===== config.mk =====
export PLATFORM = sky130hd
export DESIGN_NAME = oaids_cell
export DESIGN_NICKNAME = d
export VERILOG_FILES = /design/src/rtl/oaids_pkg.sv /design/src/rtl/oaids_cell.sv
export SDC_FILE = /design/constraint.sdc
export NUM_CORES = 1
export LEC_CHECK = 0
export ABC_CLOCK_PERIOD_IN_PS = 2300
export BUFFER_PORTS_ARGS = -buffer_cell sky130_fd_sc_hd__buf_2
export CAP_MARGIN = 0
export CELL_PAD_IN_SITES_DETAIL_PLACEMENT = 0
export CELL_PAD_IN_SITES_GLOBAL_PLACEMENT = 1
export CORE_AREA = 2 2 84 86
export CTS_BUF_LIST = sky130_fd_sc_hd__clkbuf_4 sky130_fd_sc_hd__clkbuf_8
export CTS_CLUSTER_SIZE = 30
export DETAILED_ROUTE_END_ITERATION = 12
export DIE_AREA = 0 0 86 88
export PLACE_DENSITY = 0.91
export SKIP_CTS_REPAIR_TIMING = 1
export SLEW_MARGIN = 20
export SYNTH_ARGS = -nofsm -noshare
export SYNTH_HDL_FRONTEND = slang
export SYNTH_SLANG_ARGS = --single-unit
export TNS_END_PERCENT = 10

===== constraint.sdc =====
create_clock -name i_clk -period 2.3 [get_ports i_clk]
set_clock_uncertainty 0.1 [all_clocks]
set_input_delay 0.46 -clock i_clk [delete_from_list [all_inputs] [get_ports i_clk]]
set_output_delay 0.46 -clock i_clk [all_outputs]
set_load 0.02 [all_outputs]

===== src/rtl/oaids_pkg.sv =====
`default_nettype none
// ----------------------------------------------------------------------------
// oaids_pkg
// shared constants and types for the ordered array insert/delete/search block
// ----------------------------------------------------------------------------
package oaids_pkg;

    // storage geometry
    localparam int DEPTH      = 128;
    localparam int DATA_WIDTH = 32;

    // field widths
    localparam int FUNC_W = 2;
    localparam int POS_W  = 8;
    localparam int STAT_W = 2;
    localparam int IDX_W  = 7;
    localparam int CNT_W  = 8;

    // priority search split into groups of cells
    localparam int GRP     = 16;
    localparam int NGRP    = DEPTH / GRP;
    localparam int GIDX_W  = $clog2(GRP);
    localparam int GSEL_W  = $clog2(NGRP);

    // operation codes
    localparam logic [FUNC_W-1:0] FN_INSERT = 2'd0;
    localparam logic [FUNC_W-1:0] FN_DELETE = 2'd1;
    localparam logic [FUNC_W-1:0] FN_SEARCH = 2'd2;

    // status codes
    localparam logic [STAT_W-1:0] ST_OK       = 2'd0;
    localparam logic [STAT_W-1:0] ST_FULL     = 2'd1;
    localparam logic [STAT_W-1:0] ST_BADPOS   = 2'd2;
    localparam logic [STAT_W-1:0] ST_NOTFOUND = 2'd3;

    typedef enum logic [1:0] {
        S_IDLE,
        S_EXEC,
        S_SCAN,
        S_PICK
    } t_state;

    // per-cell control from the sequencer
    typedef struct packed {
        logic ins;       // insert in progress
        logic del;       // delete in progress
        logic cmp;       // search compare
        logic at_pos;    // cell index equals pos
        logic after_pos; // cell index above pos
        logic valid;     // cell index below count
    } t_cell_ctl;

endpackage
`default_nettype wire


===== src/rtl/oaids_cell.sv =====
`default_nettype none
// ----------------------------------------------------------------------------
// oaids_cell
// one array entry: holds a value, shifts with its neighbors, compares
// ----------------------------------------------------------------------------
module oaids_cell (
    input  wire                                           i_clk,
    input  wire  oaids_pkg::t_cell_ctl                    i_ctl,
    input  wire  logic signed [oaids_pkg::DATA_WIDTH-1:0] i_value,
    input  wire  logic signed [oaids_pkg::DATA_WIDTH-1:0] i_left,
    input  wire  logic signed [oaids_pkg::DATA_WIDTH-1:0] i_right,
    output logic signed [oaids_pkg::DATA_WIDTH-1:0]       o_data,
    output logic                                          o_match
);
    import oaids_pkg::*;

    logic signed [DATA_WIDTH-1:0] r_data;
    logic signed [DATA_WIDTH-1:0] n_data;
    logic                         r_match;

    always_comb begin
        n_data = r_data;
        if (i_ctl.ins && i_ctl.at_pos) begin
            n_data = i_value;
        end else if (i_ctl.ins && i_ctl.after_pos) begin
            n_data = i_left;
        end else if (i_ctl.del && (i_ctl.at_pos || i_ctl.after_pos)) begin
            n_data = i_right;
        end
    end

    always_ff @(posedge i_clk) begin
        r_data  <= n_data;
        r_match <= i_ctl.cmp && i_ctl.valid && (r_data == i_value);
    end

    assign o_data  = r_data;
    assign o_match = r_match;

endmodule
`default_nettype wire


==> flow_summary_export.csv <==
group,metric,value,unit
synth,xor_xnor_share_of_the_synthesized_area,0.140,
drt,drt-pass1-iter-count,4,
timing,timing.final.crit_period,1.69,ns
floorplan,die_h,88,µm
finish,final_cell_mix,"sky130_fd_sc_hd__buf_2, sky130_fd_sc_hd__nand2_1, sky130_fd_sc_hd__mux2i_1, sky130_fd_sc_hd__o21ai_0, sky130_fd_sc_hd__edfxtp_1",
critical_path,worstPathArrival,1.78,ns
synth,syn_area_per_cell,10.8,µm²
timing,worst-slew-pin-transition,0.474,ns
critical_path,worst_r2r_path_depth,4,
worst_hold_path,hp-class,"in2reg",
critical_path,critical_path.reg2reg.startpoint,"o_data[9]$_DFFE_PP_",
synth,muxShareOfSynthArea,0.160,
synth,netlist-cell-type-count,16,
drt,route.detailed.vias_per_inst,4.43,
critical_path,setup.worst_path.end,"o_match$_DFF_P_",
drt,drt_first_iter_violations,44,
synth,mappedNetlistArea,2010,µm²
job,maxCapViolCount,0,
drt,drc_errors,0,
critical_path,cp_data_required_time,2.39,ns
timing,fin_setup_tns,0,ns
clock_tree,clockRootBuffer,"sky130_fd_sc_hd__clkbuf_8",
critical_path,critPathBufInv,0,
critical_path,critical_path.max_stage_delay,0.47,ns
critical_path,path_max_fanout,2,
global_route,globalRoute.totalOverflow,0,
critical_path,path_class,"reg2reg",
clock_tree,cts-htree-levels,2,
timing,fmax,0.593,GHz
clock_tree,tritoncts,"built",
finish,antenna_cells,0,
synth,cell_type_contributing_the_most_total_cell_area_after_synthesis,"sky130_fd_sc_hd__edfxtp_1",
placement,place.port_buffers,135,
synth,yosys_warnings,0,
timing,layout_worst_path_cycle_share,0.734,
power_and_ir_drop,leakagePower,1.41,nW
placement,detailedPlacementHpwl,4150,µm
synth,post_synthesis_net_count,289,
drt,routed_wire_length_per_instance,12.5,µm
global_route,first_global_vias,1819,
clock_tree,clock_path_buffers,2,
synth,synth-compound-area-share,0.0841,
power_and_ir_drop,power_density,603,nW/µm²
drt,drt_total_wl,5040,µm
floorplan,dieArea,7570,µm²
timing,setup_violations,0,
floorplan,initial_core_util,0.302,
timing,grt_setup_unrepaired,"no",
synth,synth-simple-area-share,0.103,
clock_tree,clk_latency,0.28,ns
floorplan,fp.dieW,86,µm
global_route,groute.usage.overall,0.136,
timing,maxSlewHeadroom,0.681,
finish,drive_gt1_frac,0.464,
placement,final_weighted_congestion_of_routability_driven_global_placement,0.720,
synth,largest_family_of_logic_cells_by_synthesized_area,"multiplexers",
synth,synth.area.top_cells,"sky130_fd_sc_hd__edfxtp_1, sky130_fd_sc_hd__mux2i_1, sky130_fd_sc_hd__xor2_1",
finish,final_net_count,425,
timing,drv_slew,0,
clock_tree,tritoncts.num_buffers,5,
status,run_status,"finished, final reports clean",
timing,hold_viol,0,
critical_path,r2r_end,"o_match$_DFF_P_",
synth,area_share_of_the_largest_cell_type_after_synthesis,0.479,
critical_path,launch_point_of_the_worst_path,"o_data[9]$_DFFE_PP_",
synth,yosys.area_share.adder,0,
critical_path,timing.critical_path.to_type,"flip-flop",
global_route,grt_antenna_before_repair,0,
global_route,pin_count_of_the_biggest_net_entering_global_routing,65,
synth,synth_instances,186,
finish,postLayoutCoreUtil,0.432,
floorplan,placeableCoreArea,6640,µm²
drt,antenna_left,0,
finish,mostFrequentLayoutCell,"sky130_fd_sc_hd__buf_2",
synth,yosysSeqAreaShare,0.488,
clock_tree,clkTransAtPathRegs,0.06,ns
floorplan,placement_rows,30,
critical_path,critical_path_cell_sequence,"xor2_1, nor4_1, nand4_1, nor4_2",
power_and_ir_drop,peakVddDrop,0.266,mV
drt,detailroute.via_count,1786,
critical_path,r2r_setup_slack,0.61,ns
critical_path,critical_path.startpoint_type,"flip-flop",
global_route,grt_first_pass_wirelength,8030,µm
critical_path,critical_path.slowest_cell,"sky130_fd_sc_hd__nor4_1",
critical_path,critPathTopFamily,"simple AND/OR/NAND/NOR gates",
critical_path,worstSetupPathDepth,4,
synth,yosys_register_bits,33,
floorplan,boundaryPins,136,
finish,area_growth_syn_to_layout,43.0,%
clock_tree,cts_num_sinks,33,
area by class of cell:
class	instances	area, µm²
Fill cell	683	3770
Multi-Input combinational cell	143	981
Timing Repair Buffer	139	718
Sequential cell	33	981
Clock buffer	8	91.3
Tap cell	80	100
power by group:
group	total (mW)	switching [mW]	internal, mW
registers	0.806	0.0479	0.758
clock network	0.445	0.195	0.250
logic	0.480	0.273	0.208
total	1.73	0.515	1.22
cell families (layout without fill, tap and decap cells):
| kind of cell | after synthesis | count (layout) |
|---|---|---|
| AND/OR/NAND/NOR | 46 | 46 |
| AO/OA/AOI/OAI | 33 | 33 |
| flip-flops | 33 | 33 |
| XOR/XNOR | 32 | 32 |
| multiplexers | 32 | 32 |
| buffers and inverters | 10 | 147 |
synth_stat cells:
master,count
sky130_fd_sc_hd__xnor2_1,4
sky130_fd_sc_hd__o21ai_0,32
sky130_fd_sc_hd__nor4_2,1
sky130_fd_sc_hd__edfxtp_1,32
sky130_fd_sc_hd__clkbuf_1,6
sky130_fd_sc_hd__nor4_1,7
sky130_fd_sc_hd__dfxtp_1,1
sky130_fd_sc_hd__buf_2,1
sky130_fd_sc_hd__and2_1,1
sky130_fd_sc_hd__o22a_1,1
sky130_fd_sc_hd__mux2i_1,32
sky130_fd_sc_hd__nand3_1,1
sky130_fd_sc_hd__nand2_1,34
sky130_fd_sc_hd__xor2_1,28
sky130_fd_sc_hd__buf_4,3
sky130_fd_sc_hd__nand4_1,2
metal layers:
metal  share of wire  global-route usage  up-vias  wire (µm)
met1            0.42               0.160      754       2100
li1                -                   -      941          -
met2            0.49               0.242       84       2450
met5               0                   0        -          0
met3           0.085              0.0377        7        428
met4           0.012              0.0390        0         60
worst min-delay path, cell delays in order:
cell and delay [ns]:
sky130_fd_sc_hd__buf_2 0.10, sky130_fd_sc_hd__nand4_1 0.08, sky130_fd_sc_hd__nor4_2 0.05
stage by stage:
| step | area [µm²] | hold WS (ns) | instances | power (mW) | worst slack [ns] |
|---|---|---|---|---|---|
| after CTS | 2870 | 0.355 | 403 | 1.77 | 0.548 |
| after detailed placement | 2780 | 0.501 | 395 | 1.31 | 0.408 |
| after floorplan | 2010 | 0.515 | 186 | 1.09 | 0.543 |
| final | 2870 | 0.362 | 403 | 1.73 | 0.613 |
| after global placement | 2780 | 0.506 | 395 | 1.30 | 0.406 |
| after global routing | 2870 | 0.355 | 403 | 1.83 | 0.480 |
sequential cells by signal, indices dropped and copies added (netlist names):
name / cells
o_match: 1
o_data: 32
how the worst min path moves through the flow:
stage                              start         endpoint  slack, ns  cells after the start
floorplan                       i_ctl[0]  o_match$_DFF_P_       0.52                      2
global placement    o_data[16]$_DFFE_PP_  o_match$_DFF_P_       0.51                      3
detailed placement  o_data[16]$_DFFE_PP_  o_match$_DFF_P_       0.50                      3
CTS                             i_ctl[0]  o_match$_DFF_P_       0.36                      3
global route                    i_ctl[0]  o_match$_DFF_P_       0.35                      3
finish                          i_ctl[0]  o_match$_DFF_P_       0.36                      3
Note: power is estimated with default switching activity, not from simulation.
