**src/rtl/oaids_pkg.sv**
```systemverilog
`default_nettype none
// ----------------------------------------------------------------------------
// oaids_pkg
// shared constants and types for the ordered array insert/delete/search block
// ----------------------------------------------------------------------------
package oaids_pkg;

    // storage geometry
    localparam int DEPTH      = 128;
    localparam int DATA_WIDTH = 32;

    // field widths
    localparam int FUNC_W = 2;
    localparam int POS_W  = 8;
    localparam int STAT_W = 2;
    localparam int IDX_W  = 7;
    localparam int CNT_W  = 8;

    // priority search split into groups of cells
    localparam int GRP     = 16;
    localparam int NGRP    = DEPTH / GRP;
    localparam int GIDX_W  = $clog2(GRP);
    localparam int GSEL_W  = $clog2(NGRP);

    // operation codes
    localparam logic [FUNC_W-1:0] FN_INSERT = 2'd0;
    localparam logic [FUNC_W-1:0] FN_DELETE = 2'd1;
    localparam logic [FUNC_W-1:0] FN_SEARCH = 2'd2;

    // status codes
    localparam logic [STAT_W-1:0] ST_OK       = 2'd0;
    localparam logic [STAT_W-1:0] ST_FULL     = 2'd1;
    localparam logic [STAT_W-1:0] ST_BADPOS   = 2'd2;
    localparam logic [STAT_W-1:0] ST_NOTFOUND = 2'd3;

    typedef enum logic [1:0] {
        S_IDLE,
        S_EXEC,
        S_SCAN,
        S_PICK
    } t_state;

    // per-cell control from the sequencer
    typedef struct packed {
        logic ins;       // insert in progress
        logic del;       // delete in progress
        logic cmp;       // search compare
        logic at_pos;    // cell index equals pos
        logic after_pos; // cell index above pos
        logic valid;     // cell index below count
    } t_cell_ctl;

endpackage
`default_nettype wire

```
**src/rtl/oaids_grp_enc.sv**
```systemverilog
`default_nettype none
// ----------------------------------------------------------------------------
// oaids_grp_enc
// registered lowest-index priority encoder over one group of match bits
// ----------------------------------------------------------------------------
module oaids_grp_enc (
    input  wire                             i_clk,
    input  wire                             i_en,
    input  wire  [oaids_pkg::GRP-1:0]       i_match,
    output logic                            o_hit,
    output logic [oaids_pkg::GIDX_W-1:0]    o_idx
);
    import oaids_pkg::*;

    logic              r_hit;
    logic [GIDX_W-1:0] r_idx;
    logic [GIDX_W-1:0] c_idx;

    // scan from the top so the lowest set bit wins
    always_comb begin
        c_idx = '0;
        for (int k = GRP - 1; k >= 0; k--) begin
            if (i_match[k]) begin
                c_idx = GIDX_W'(k);
            end
        end
    end

    always_ff @(posedge i_clk) begin
        if (i_en) begin
            r_hit <= |i_match;
            r_idx <= c_idx;
        end
    end

    assign o_hit = r_hit;
    assign o_idx = r_idx;

endmodule
`default_nettype wire

```
**config.mk**
```make
export PLATFORM = sky130hd
export DESIGN_NAME = oaids_grp_enc
export DESIGN_NICKNAME = d
export VERILOG_FILES = /design/src/rtl/oaids_pkg.sv /design/src/rtl/oaids_grp_enc.sv
export SDC_FILE = /design/constraint.sdc
export NUM_CORES = 1
export LEC_CHECK = 0
export BUFFER_PORTS_ARGS = -buffer_cell sky130_fd_sc_hd__buf_4
export CAP_MARGIN = 20
export CORE_AREA = 2 2 39 41
export DETAILED_ROUTE_END_ITERATION = 8
export DIE_AREA = 0 0 41 43
export PLACE_DENSITY = 0.65
export SYNTH_ARGS = -nofsm -noshare
export SYNTH_HDL_FRONTEND = slang
export SYNTH_SLANG_ARGS = --single-unit
```
**constraint.sdc**
```tcl
create_clock -name i_clk -period 2 [get_ports i_clk]
set_input_delay 0.3 -clock i_clk [delete_from_list [all_inputs] [get_ports i_clk]]
set_output_delay 0.3 -clock i_clk [all_outputs]
set_load 0.05 [all_outputs]
```
==> results by group, run 1 <==
Run status
  • Run status: completed

Global routing
  • Global-route wire length before repair: roughly 1.2 mm
  • Remaining global-route overflow: 0
  • GRT met2 Usage: 15.9%
  • Initial antenna violation count: 0
  • Met3 Resource Use GR: around 2.1%
  • All-Layer GR Usage: 10.3%
  • Maximum number of pins on one net before global-route repair: 6
  • Vias in the first global route: around 340
  • Most Used Layer, Global Route: met2
  • Met1 track utilization from global routing: a little over a tenth

Detailed routing
  • Residual DRC: 0
  • Number of routed nets with antenna violations: 0
  • Pre-Repair DR Iteration Count: 4
  • Via total after detailed routing: between 300 and 400
  • Routed WL per cell: 9.60 um
  • Starting DRT DRC Count: 8
  • Number of vias per cell after detailed routing: about 4.6
  • Aggregate routed wire length: 778 um

Logic synthesis
  • List of most frequent post-synthesis cells: nor2_1, nand2_1, edfxtp_1
  • Synthesis-stage register bit count: 5
  • Synthesized net count: 57
  • Number of instances in the synthesized netlist: 39
  • Post-synthesis cell type with the largest combined area: edfxtp_1
  • Number of different library cells in the post-synthesis netlist: 16
  • Post-synthesis instance area: about 340 um^2
  • Number of synthesized flops with an enable pin: 5
  • Most common flop cell mapped by yosys: edfxtp_1
  • Biggest area contributors in the synthesized netlist: edfxtp_1, nor2_1, nand2_1
  • Synthesized area per cell: between 8 and 9 um^2
  • Share of async-settable or async-resettable flops after synthesis: 0%
  • Fraction of post-synthesis cell area in the top cell type by area: around 44%
  • Cell with the most instances after synthesis: nor2_1
  • Synth Warn #: 0
  • Sequential fraction of the synthesis area: between 40% and 50%

Clock network
  • Maximum root-to-sink buffer count: 2
  • Total clock buffers created by CTS: 3
  • Hold buffer count at cts: 0
  • Clock-pin slew of the registers on the worst-case setup and hold paths: roughly 40 ps
  • CTS sink cnt: 5
  • # resized after CTS: 0
  • Master cell of the clock root buffer: clkbuf_4
  • CTS tree: yes
  • H-Tree Depth: 1
  • Post-CTS setup repair buffer count: 0

Timing
  • Max Clock Freq: 912 MHz
  • Hold violation count in the final report: 0
  • Count of pins over their slew limit: 0
  • Count of final setup violators: 0
  • Slew at the pin with the worst max-slew slack: 250 ps
  • Max_slew headroom: ~83%
  • Share of the clock period used by the worst path: between 50 and 60%
  • Setup TNS: 0 ps
  • Final critical delay including setup and external delays: between 1000 and 1500 ps
  • Unrepaired setup endpoints after global routing: no

Critical path
  • Largest driver fanout on the critical path: 1
  • Category of the worst setup path capture point: output port
  • Crit path buf inv count: 1
  • Ordered list of cells on the worst path: buf_4
  • Kind of cell adding the most delay to the critical path: flip-flops
  • Slowest stage cell on the critical path: edfxtp_1
  • CP Class: reg -> out
  • Critical Path RT: 1700 ps
  • Type of origin of the critical path: flop
  • Arrival @ worst endpoint: approximately 800 ps
  • Slowest stage delay, CP: around 360 ps

Placement
  • HPWL Detailed: between 600 and 700 um
  • Count of input and output buffers: 22
  • Final weighted congestion of routability-driven global placement: 0.772
  • Cell total after placement: 77

Min path
  • Type of the worst min-delay path: in -> reg

Floorplanning
  • Top-level I/O count: 23
  • Number of core rows: 14
  • Vert. Die Dim: around 43 um
  • Area inside the core boundary: 1380 um^2
  • Initial Utilization: roughly 25%
  • Die footprint: between 1500 and 2000 um^2
  • Horizontal die dimension: around 40 um

Finish
  • Layout overhead on the synthesized area: 62.4%
  • Filler-free cell count of the finished design: 81
  • Number of diodes: 0
  • Filler cells: 152
  • Reg area: 150 um^2
  • Total number of nets in the final design: 84
  • Multi-input logic area: about 180 um^2
  • Fraction of final layout cells sized beyond drive strength 1: between 40% and 50%

Power and ir drop
  • Pwr/cell area: between 600 and 700 nW/um^2
  • Leakage power: between 0.0002 and 0.00025 uW
  • Highest ir drop seen on vdd: around 0.18 mV

Run
  • Max Cap Violations: 0
final timing paths:
check / startpoint / endpoint / slack, ps / cells past startpoint
max: o_hit / o_hit / 900 / 1
min: i_en / o_idx[3] / 300 / 1
layout by cell type (no fill, tap or decap), types with 2 or more instances in the layout:
cell type  instances
nand2_1            6
inv_1              3
nand3_1            2
buf_4             22
clkbuf_4           3
a21oi_1            4
nor2_1             9
edfxtp_1           5
cells by family (layout without fill, tap and decap cells):
family	count (synthesis)	after routing	share of synthesized area (%)
buf+inv	3	29	3.32
flops	5	5	44.3
compound gates	9	9	16.2
simple gates	22	22	36.2
state kept, by name, indices dropped and copies added (netlist names):
signal and flops:
o_idx 4, o_hit 1
layer usage:
metal / share of wire (%) / vias to the layer above
met4: 0 / 0
met2: 49 / 18
li1: - / 192
met1: 40 / 159
met5: 0 / -
met3: 11 / 0
where the power goes:
group          internal [uW]  leakage (uW)  switching, uW  total [uW]
combinational           39.6      0.000171           53.4        93.0
clock                   75.2     0.0000150           37.7         113
sequential               124     0.0000484           1.71         125
total                    238      0.000234           92.8         331
stage by stage:
step	hold slack, ps	instance area [um^2]	util (%)	power, uW	setup slack, ps
2_1_floorplan	412	339	-	171	990
3_3_place_gp	549	524	37.9	219	816
3_5_place_dp	549	524	37.9	221	784
4_1_cts	296	551	39.8	338	887
5_1_grt	295	551	39.8	354	871
6_report	303	551	39.8	331	903
layout make-up:
cell class	count	share of cell area (%)
multi-input cells	31	32.3
repair buffers	22	30.0
flip-flops and latches	5	27.3
clock buffers	4	4.77
well taps	16	3.64
inverters	3	2.05
No activity file was read; power rests on OpenSTA's default activity.
==> run 2, diff against run 1 <==
--- a/config.mk
+++ b/config.mk
@@ -10,7 +10,7 @@
 export CORE_AREA = 2 2 39 41
 export DETAILED_ROUTE_END_ITERATION = 8
 export DIE_AREA = 0 0 41 43
-export PLACE_DENSITY = 0.65
+export PLACE_DENSITY = 0.66
 export SYNTH_ARGS = -nofsm -noshare
 export SYNTH_HDL_FRONTEND = slang
 export SYNTH_SLANG_ARGS = --single-unit
==> constraint.sdc (replaced) <==
create_clock -name i_clk -period 1 [get_ports i_clk]
set_input_delay 0.15 -clock i_clk [delete_from_list [all_inputs] [get_ports i_clk]]
set_output_delay 0.15 -clock i_clk [all_outputs]
set_load 0.05 [all_outputs]
==> results by group, run 2 (synthesis results as in run 1) <==
Placement
  • Placed instance area: 547 um^2 (+4.3%)
  • HPWL Detailed: 665 um (-1.2%)
  • Final weighted congestion of routability-driven global placement: 0.787 (+1.9%)
  • Cell total after placement: 80 (+3.9%)
  • Count of input and output buffers: 22 (unchanged)

Clock network
  • Clock-pin slew of the registers on the worst-case setup and hold paths: 40 ps (about the same)
  • Total clock buffers created by CTS: 3 (unchanged)
  • # resized after CTS: 0 (unchanged)
  • Hold buffer count at cts: 0 (unchanged)
  • CTS sink cnt: 5 (unchanged)
  • Maximum root-to-sink buffer count: 2 (unchanged)
  • Master cell of the clock root buffer: clkbuf_4
  • H-Tree Depth: 1 (unchanged)
  • Post-CTS setup repair buffer count: 0 (unchanged)
  • CTS tree: yes

Floorplanning
  • Number of core rows: 14 (unchanged)
  • Initial Utilization: 24.5% (unchanged)
  • Area inside the core boundary: 1380 um^2 (unchanged)
  • Vert. Die Dim: 43 um (unchanged)
  • Top-level I/O count: 23 (unchanged)
  • Die footprint: 1760 um^2 (unchanged)
  • Horizontal die dimension: 41 um (unchanged)

Min path
  • Type of the worst min-delay path: in -> reg

Critical path
  • Crit path buf inv count: 1 (unchanged)
  • Kind of cell adding the most delay to the critical path: flip-flops
  • Type of origin of the critical path: flop
  • Critical Path RT: 850 ps (-850 ps)
  • Slowest stage delay, CP: 360 ps (about the same)
  • Category of the worst setup path capture point: output port
  • Largest driver fanout on the critical path: 1 (unchanged)
  • Slowest stage cell on the critical path: edfxtp_1
  • CP Class: reg -> out
  • Arrival @ worst endpoint: 800 ps (about the same)
  • Ordered list of cells on the worst path: buf_4

Timing
  • Count of final setup violators: 0 (unchanged)
  • Share of the clock period used by the worst path: roughly 95%
  • Max_slew headroom: 83.8% (+0.62 points)
  • Count of pins over their slew limit: 0 (unchanged)
  • Max Clock Freq: 1060 MHz
  • Setup TNS: 0 ps (unchanged)
  • Slew at the pin with the worst max-slew slack: 241 ps (-9.18 ps)
  • Unrepaired setup endpoints after global routing: no
  • Hold slack final: 157 ps (-145 ps)
  • Final critical delay including setup and external delays: about 950 ps
  • Hold violation count in the final report: 0 (unchanged)

Finish
  • Area of all placed cells without fillers: 573 um^2 (+4.1%)
  • Filler-free cell count of the finished design: 84 (+3.7%)
  • Highest-count cells in the layout ignoring fill and taps: buf_4, nor2_1, nand2_1, edfxtp_1, a21oi_1
  • Fraction of final layout cells sized beyond drive strength 1: 45.6% (+2.5 points)
  • Number of diodes: 0 (unchanged)
  • Reg area: 150 um^2 (unchanged)
  • Total number of nets in the final design: 87 (+3.6%)
  • Layout overhead on the synthesized area: 69.0%
  • Number of flip-flops under the largest register name: 4 (unchanged)
  • Filler cells: 130 (-14%)
  • Multi-input logic area: 178 um^2 (unchanged)
  • Most common library cell in the layout ignoring fill and taps: buf_4

Detailed routing
  • Number of vias per cell after detailed routing: 4.74 (+4.0%)
  • Starting DRT DRC Count: 7 (-1)
  • Aggregate routed wire length: 756 um (-2.8%)
  • Residual DRC: 0 (unchanged)
  • Via total after detailed routing: 398 (+7.9%)
  • Pre-Repair DR Iteration Count: 4 (unchanged)
  • Number of routed nets with antenna violations: 0 (unchanged)
  • Routed WL per cell: 9.00 um (-6.3%)

Power and ir drop
  • Highest ir drop seen on vdd: 0.336 mV (+84%)
  • Share of total power consumed by net switching: 27.7% (-0.32 points)
  • Leakage power: 0.000250 uW (+6.6%)
  • Relative contribution of the clock network to total power: 33.4% (-0.7 points)
  • Total Power: 669 uW (+100%)
  • Seq pwr share: 37.4% (-0.4 points)
  • Internal power component: 484 uW (+100%)
  • Pwr/cell area: 1170 nW/um^2 (+94%)
  • Combinational cell fraction of total power: 29.2% (+1.1 points)
  • Net Switching: 185 uW (+100%)

Global routing
  • All-Layer GR Usage: 9.80% (-0.49 points)
  • Initial antenna violation count: 0 (unchanged)
  • Global-route wire length before repair: 1.17 mm (-2.8%)
  • Remaining global-route overflow: 0 (unchanged)
  • Maximum number of pins on one net before global-route repair: 6 (unchanged)
  • Vias in the first global route: 318 (-6.7%)

Run
  • Max Cap Violations: 0 (unchanged)

Run status
  • Run status: completed
## run 2: cell types whose count changed in the layout (fill, tap and decap cells not counted)
cell	delta
buf_4	+3
## run 2: final timing paths
path  slack (ps)  start  cells past startpoint  endpoint
max           50  o_hit                      1     o_hit
min          160   i_en                      1  o_idx[3]
## run 2: power by group through the flow
stage,Clock (uW),Sequential [uW],Combinational [uW]
final,223,250,195
after global routing,241,251,210
after CTS,236,250,196
after detailed placement,0,254,196
after global placement,0,253,194
after floorplan,0,306,36.9
## run 2: cell type report
cell class              count  share of cell area [%]
clock buffers               4                    4.59
inverters                   3                    1.97
well taps                  16                    3.49
multi-input cells          31                    31.0
flip-flops and latches      5                    26.2
repair buffers             25                    32.8
## run 2: per-layer routing
| layer | wire length, um | track usage (%) | vias up | part of all wire (%) |
|---|---|---|---|---|
| li1 | - | - | 200 | - |
| met1 | 294 | 11.5 | 178 | 39 |
| met2 | 383 | 14.7 | 20 | 51 |
| met3 | 78 | 1.57 | 0 | 10 |
| met4 | 0 | 8.00 | 0 | 0 |
| met5 | 0 | 0 | - | 0 |
## run 2: per-stage QoR
| stage | util, % | setup slack (ps) |
|---|---|---|
| finish | 41.4 | 55.0 |
| global route | 41.4 | 35.6 |
| CTS | 41.4 | 34.9 |
| detailed placement | 39.5 | -53.6 |
| global placement | 39.5 | -30.4 |
| floorplan | - | 140 |
==> run 3, diff against run 2 <==
--- a/config.mk
+++ b/config.mk
@@ -8,6 +8,7 @@
 export BUFFER_PORTS_ARGS = -buffer_cell sky130_fd_sc_hd__buf_4
 export CAP_MARGIN = 20
 export CORE_AREA = 2 2 39 41
+export CTS_BUF_LIST = sky130_fd_sc_hd__clkbuf_4 sky130_fd_sc_hd__clkbuf_8 sky130_fd_sc_hd__clkbuf_16
 export DETAILED_ROUTE_END_ITERATION = 8
 export DIE_AREA = 0 0 41 43
 export PLACE_DENSITY = 0.66
==> constraint.sdc (replaced) <==
create_clock -name i_clk -period 1 [get_ports i_clk]
set_input_delay 0.2 -clock i_clk [delete_from_list [all_inputs] [get_ports i_clk]]
set_output_delay 0.2 -clock i_clk [all_outputs]
set_load 0.05 [all_outputs]
==> results by group, run 3 (synthesis results as in run 1) <==
Critical path
  • Critical Path RT: 800 ps (-50 ps)
  • Arrival @ worst endpoint: 780 ps (-20 ps)
  • Largest driver fanout on the critical path: 1 (unchanged)
  • CP Class: reg -> out
  • Kind of cell adding the most delay to the critical path: flip-flops
  • Type of origin of the critical path: flop
  • Category of the worst setup path capture point: output port
  • Ordered list of cells on the worst path: buf_6
  • Slowest stage cell on the critical path: edfxtp_1
  • Start point of the critical path: o_hit
  • Crit path buf inv count: 1 (unchanged)
  • Slowest stage delay, CP: 380 ps (+20 ps)

Global routing
  • Global-route wire length before repair: 1.32 mm (+14%)
  • Maximum number of pins on one net before global-route repair: 6 (unchanged)
  • Remaining global-route overflow: 0 (unchanged)
  • All-Layer GR Usage: 11.3% (+1.5 points)
  • Vias in the first global route: 347 (+9.1%)
  • Initial antenna violation count: 0 (unchanged)

Power and ir drop
  • Highest ir drop seen on vdd: 0.343 mV (+1.9%)
  • Net Switching: 198 uW (+7.1%)
  • Leakage power: 0.000264 uW (+5.8%)
  • Relative contribution of the clock network to total power: 36.1% (+2.7 points)
  • Share of total power consumed by net switching: 27.5% (-0.19 points)
  • Internal power component: 523 uW (+8.0%)
  • Seq pwr share: 35.1% (-2.3 points)
  • Combinational cell fraction of total power: 28.8% (-0.4 points)
  • Pwr/cell area: 1200 nW/um^2 (+2.4%)

Detailed routing
  • Pre-Repair DR Iteration Count: 4 (unchanged)
  • Number of vias per cell after detailed routing: 4.59 (-3.2%)
  • Via total after detailed routing: 390 (-2.0%)
  • Routed WL per cell: 9.40 um (+4.4%)
  • Residual DRC: 0 (unchanged)
  • Starting DRT DRC Count: 12 (+5)
  • Aggregate routed wire length: 799 um (+5.7%)
  • Number of routed nets with antenna violations: 0 (unchanged)

Finish
  • Highest-count cells in the layout ignoring fill and taps: buf_4, nor2_1, nand2_1, edfxtp_1, buf_6
  • Number of flip-flops under the largest register name: 4 (unchanged)
  • Filler-free cell count of the finished design: 85 (+1.2%)
  • Multi-input logic area: 178 um^2 (unchanged)
  • Reg area: 150 um^2 (unchanged)
  • Most common library cell in the layout ignoring fill and taps: buf_4
  • Fraction of final layout cells sized beyond drive strength 1: 47.8% (+2.2 points)
  • Area of all placed cells without fillers: 603 um^2 (+5.2%)
  • Total number of nets in the final design: 88 (+1.1%)
  • Filler cells: 143 (+10%)
  • Layout overhead on the synthesized area: 77.9%
  • Number of diodes: 0 (unchanged)

Floorplanning
  • Horizontal die dimension: 41 um (unchanged)
  • Vert. Die Dim: 43 um (unchanged)
  • Area inside the core boundary: 1380 um^2 (unchanged)
  • Top-level I/O count: 23 (unchanged)
  • Number of core rows: 14 (unchanged)
  • Initial Utilization: 24.5% (unchanged)
  • Die footprint: 1760 um^2 (unchanged)

Timing
  • Max Clock Freq: 1020 MHz (-3.9%)
  • Final critical delay including setup and external delays: 984 ps (+38.7 ps)
  • Hold violation count in the final report: 0 (unchanged)
  • Slew at the pin with the worst max-slew slack: 231 ps (-10.6 ps)
  • Count of pins over their slew limit: 0 (unchanged)
  • Max_slew headroom: 84.5% (+0.71 points)
  • Setup TNS: 0 ps (unchanged)
  • Hold slack final: 202 ps (+44.7 ps)
  • Share of the clock period used by the worst path: 98.4% (+3.9 points)
  • Unrepaired setup endpoints after global routing: yes
  • Count of final setup violators: 0 (unchanged)

Clock network
  • Maximum root-to-sink buffer count: 2 (unchanged)
  • Total clock buffers created by CTS: 3 (unchanged)
  • H-Tree Depth: 1 (unchanged)
  • Hold buffer count at cts: 0 (unchanged)
  • Master cell of the clock root buffer: clkbuf_4
  • CTS tree: yes
  • Clock-pin slew of the registers on the worst-case setup and hold paths: 40 ps (about the same)
  • CTS sink cnt: 5 (unchanged)

Run status
  • Run status: completed

Placement
  • Cell total after placement: 81 (+1.3%)
  • Count of input and output buffers: 22 (unchanged)
  • HPWL Detailed: 661 um (-0.69%)
  • Placed instance area: 554 um^2 (+1.4%)
  • Final weighted congestion of routability-driven global placement: 0.783 (-0.42%)

Min path
  • Source of the worst hold timing path: i_en
  • Type of the worst min-delay path: in -> reg

Run
  • Max Cap Violations: 0 (unchanged)
-- run 3: cell count changes in the layout (fill, tap and decap cells not counted), sizes merged --
cell | previous run | this run
buf | 25 | 26
-- run 3: through the flow --
step | power (uW) | setup slack [ps] | util, %
after floorplan | 343 | 90.5 | -
after CTS | 732 | -6.00 | 43.0
after global routing | 766 | -10.4 | 43.6
after detailed placement | 453 | -93.7 | 40.1
final | 721 | 16.3 | 43.6
after global placement | 450 | -80.0 | 40.1
-- run 3: timing repair --
action                                  in CTS  in global routing
endpoints found under the setup margin       3                  4
buffers inserted                             0                  0
gates resized for setup                      3                  2
-- run 3: layout make-up --
type	instances	area share, %
timing repair buffer	26	35.5
multi-input combinational	31	29.5
sequential	5	24.9
clock buffer	4	4.98
tap	16	3.32
inverter	3	1.87
-- run 3: per-layer routing --
layer | vias to the layer above | part of all wire, % | global-route usage [%]
met4 | 0 | 0 | 10.0
met1 | 174 | 38 | 13.7
met3 | 0 | 8.8 | 1.57
met5 | - | 0 | 0
li1 | 200 | - | -
met2 | 16 | 53 | 16.3
-- run 3: power groups by stage --
| stage | logic (uW) | clock network (uW) | registers, uW |
|---|---|---|---|
| detailed placement | 199 | 0 | 254 |
| CTS | 206 | 274 | 252 |
| floorplan | 36.9 | 0 | 306 |
| global placement | 197 | 0 | 253 |
| global route | 224 | 288 | 254 |
| finish | 207 | 260 | 253 |
-- run 3: worst paths after layout --
path	to	slack (ps)	cells past startpoint
worst max-delay path	o_hit	20	1
worst min-delay path	o_idx[0]	200	1
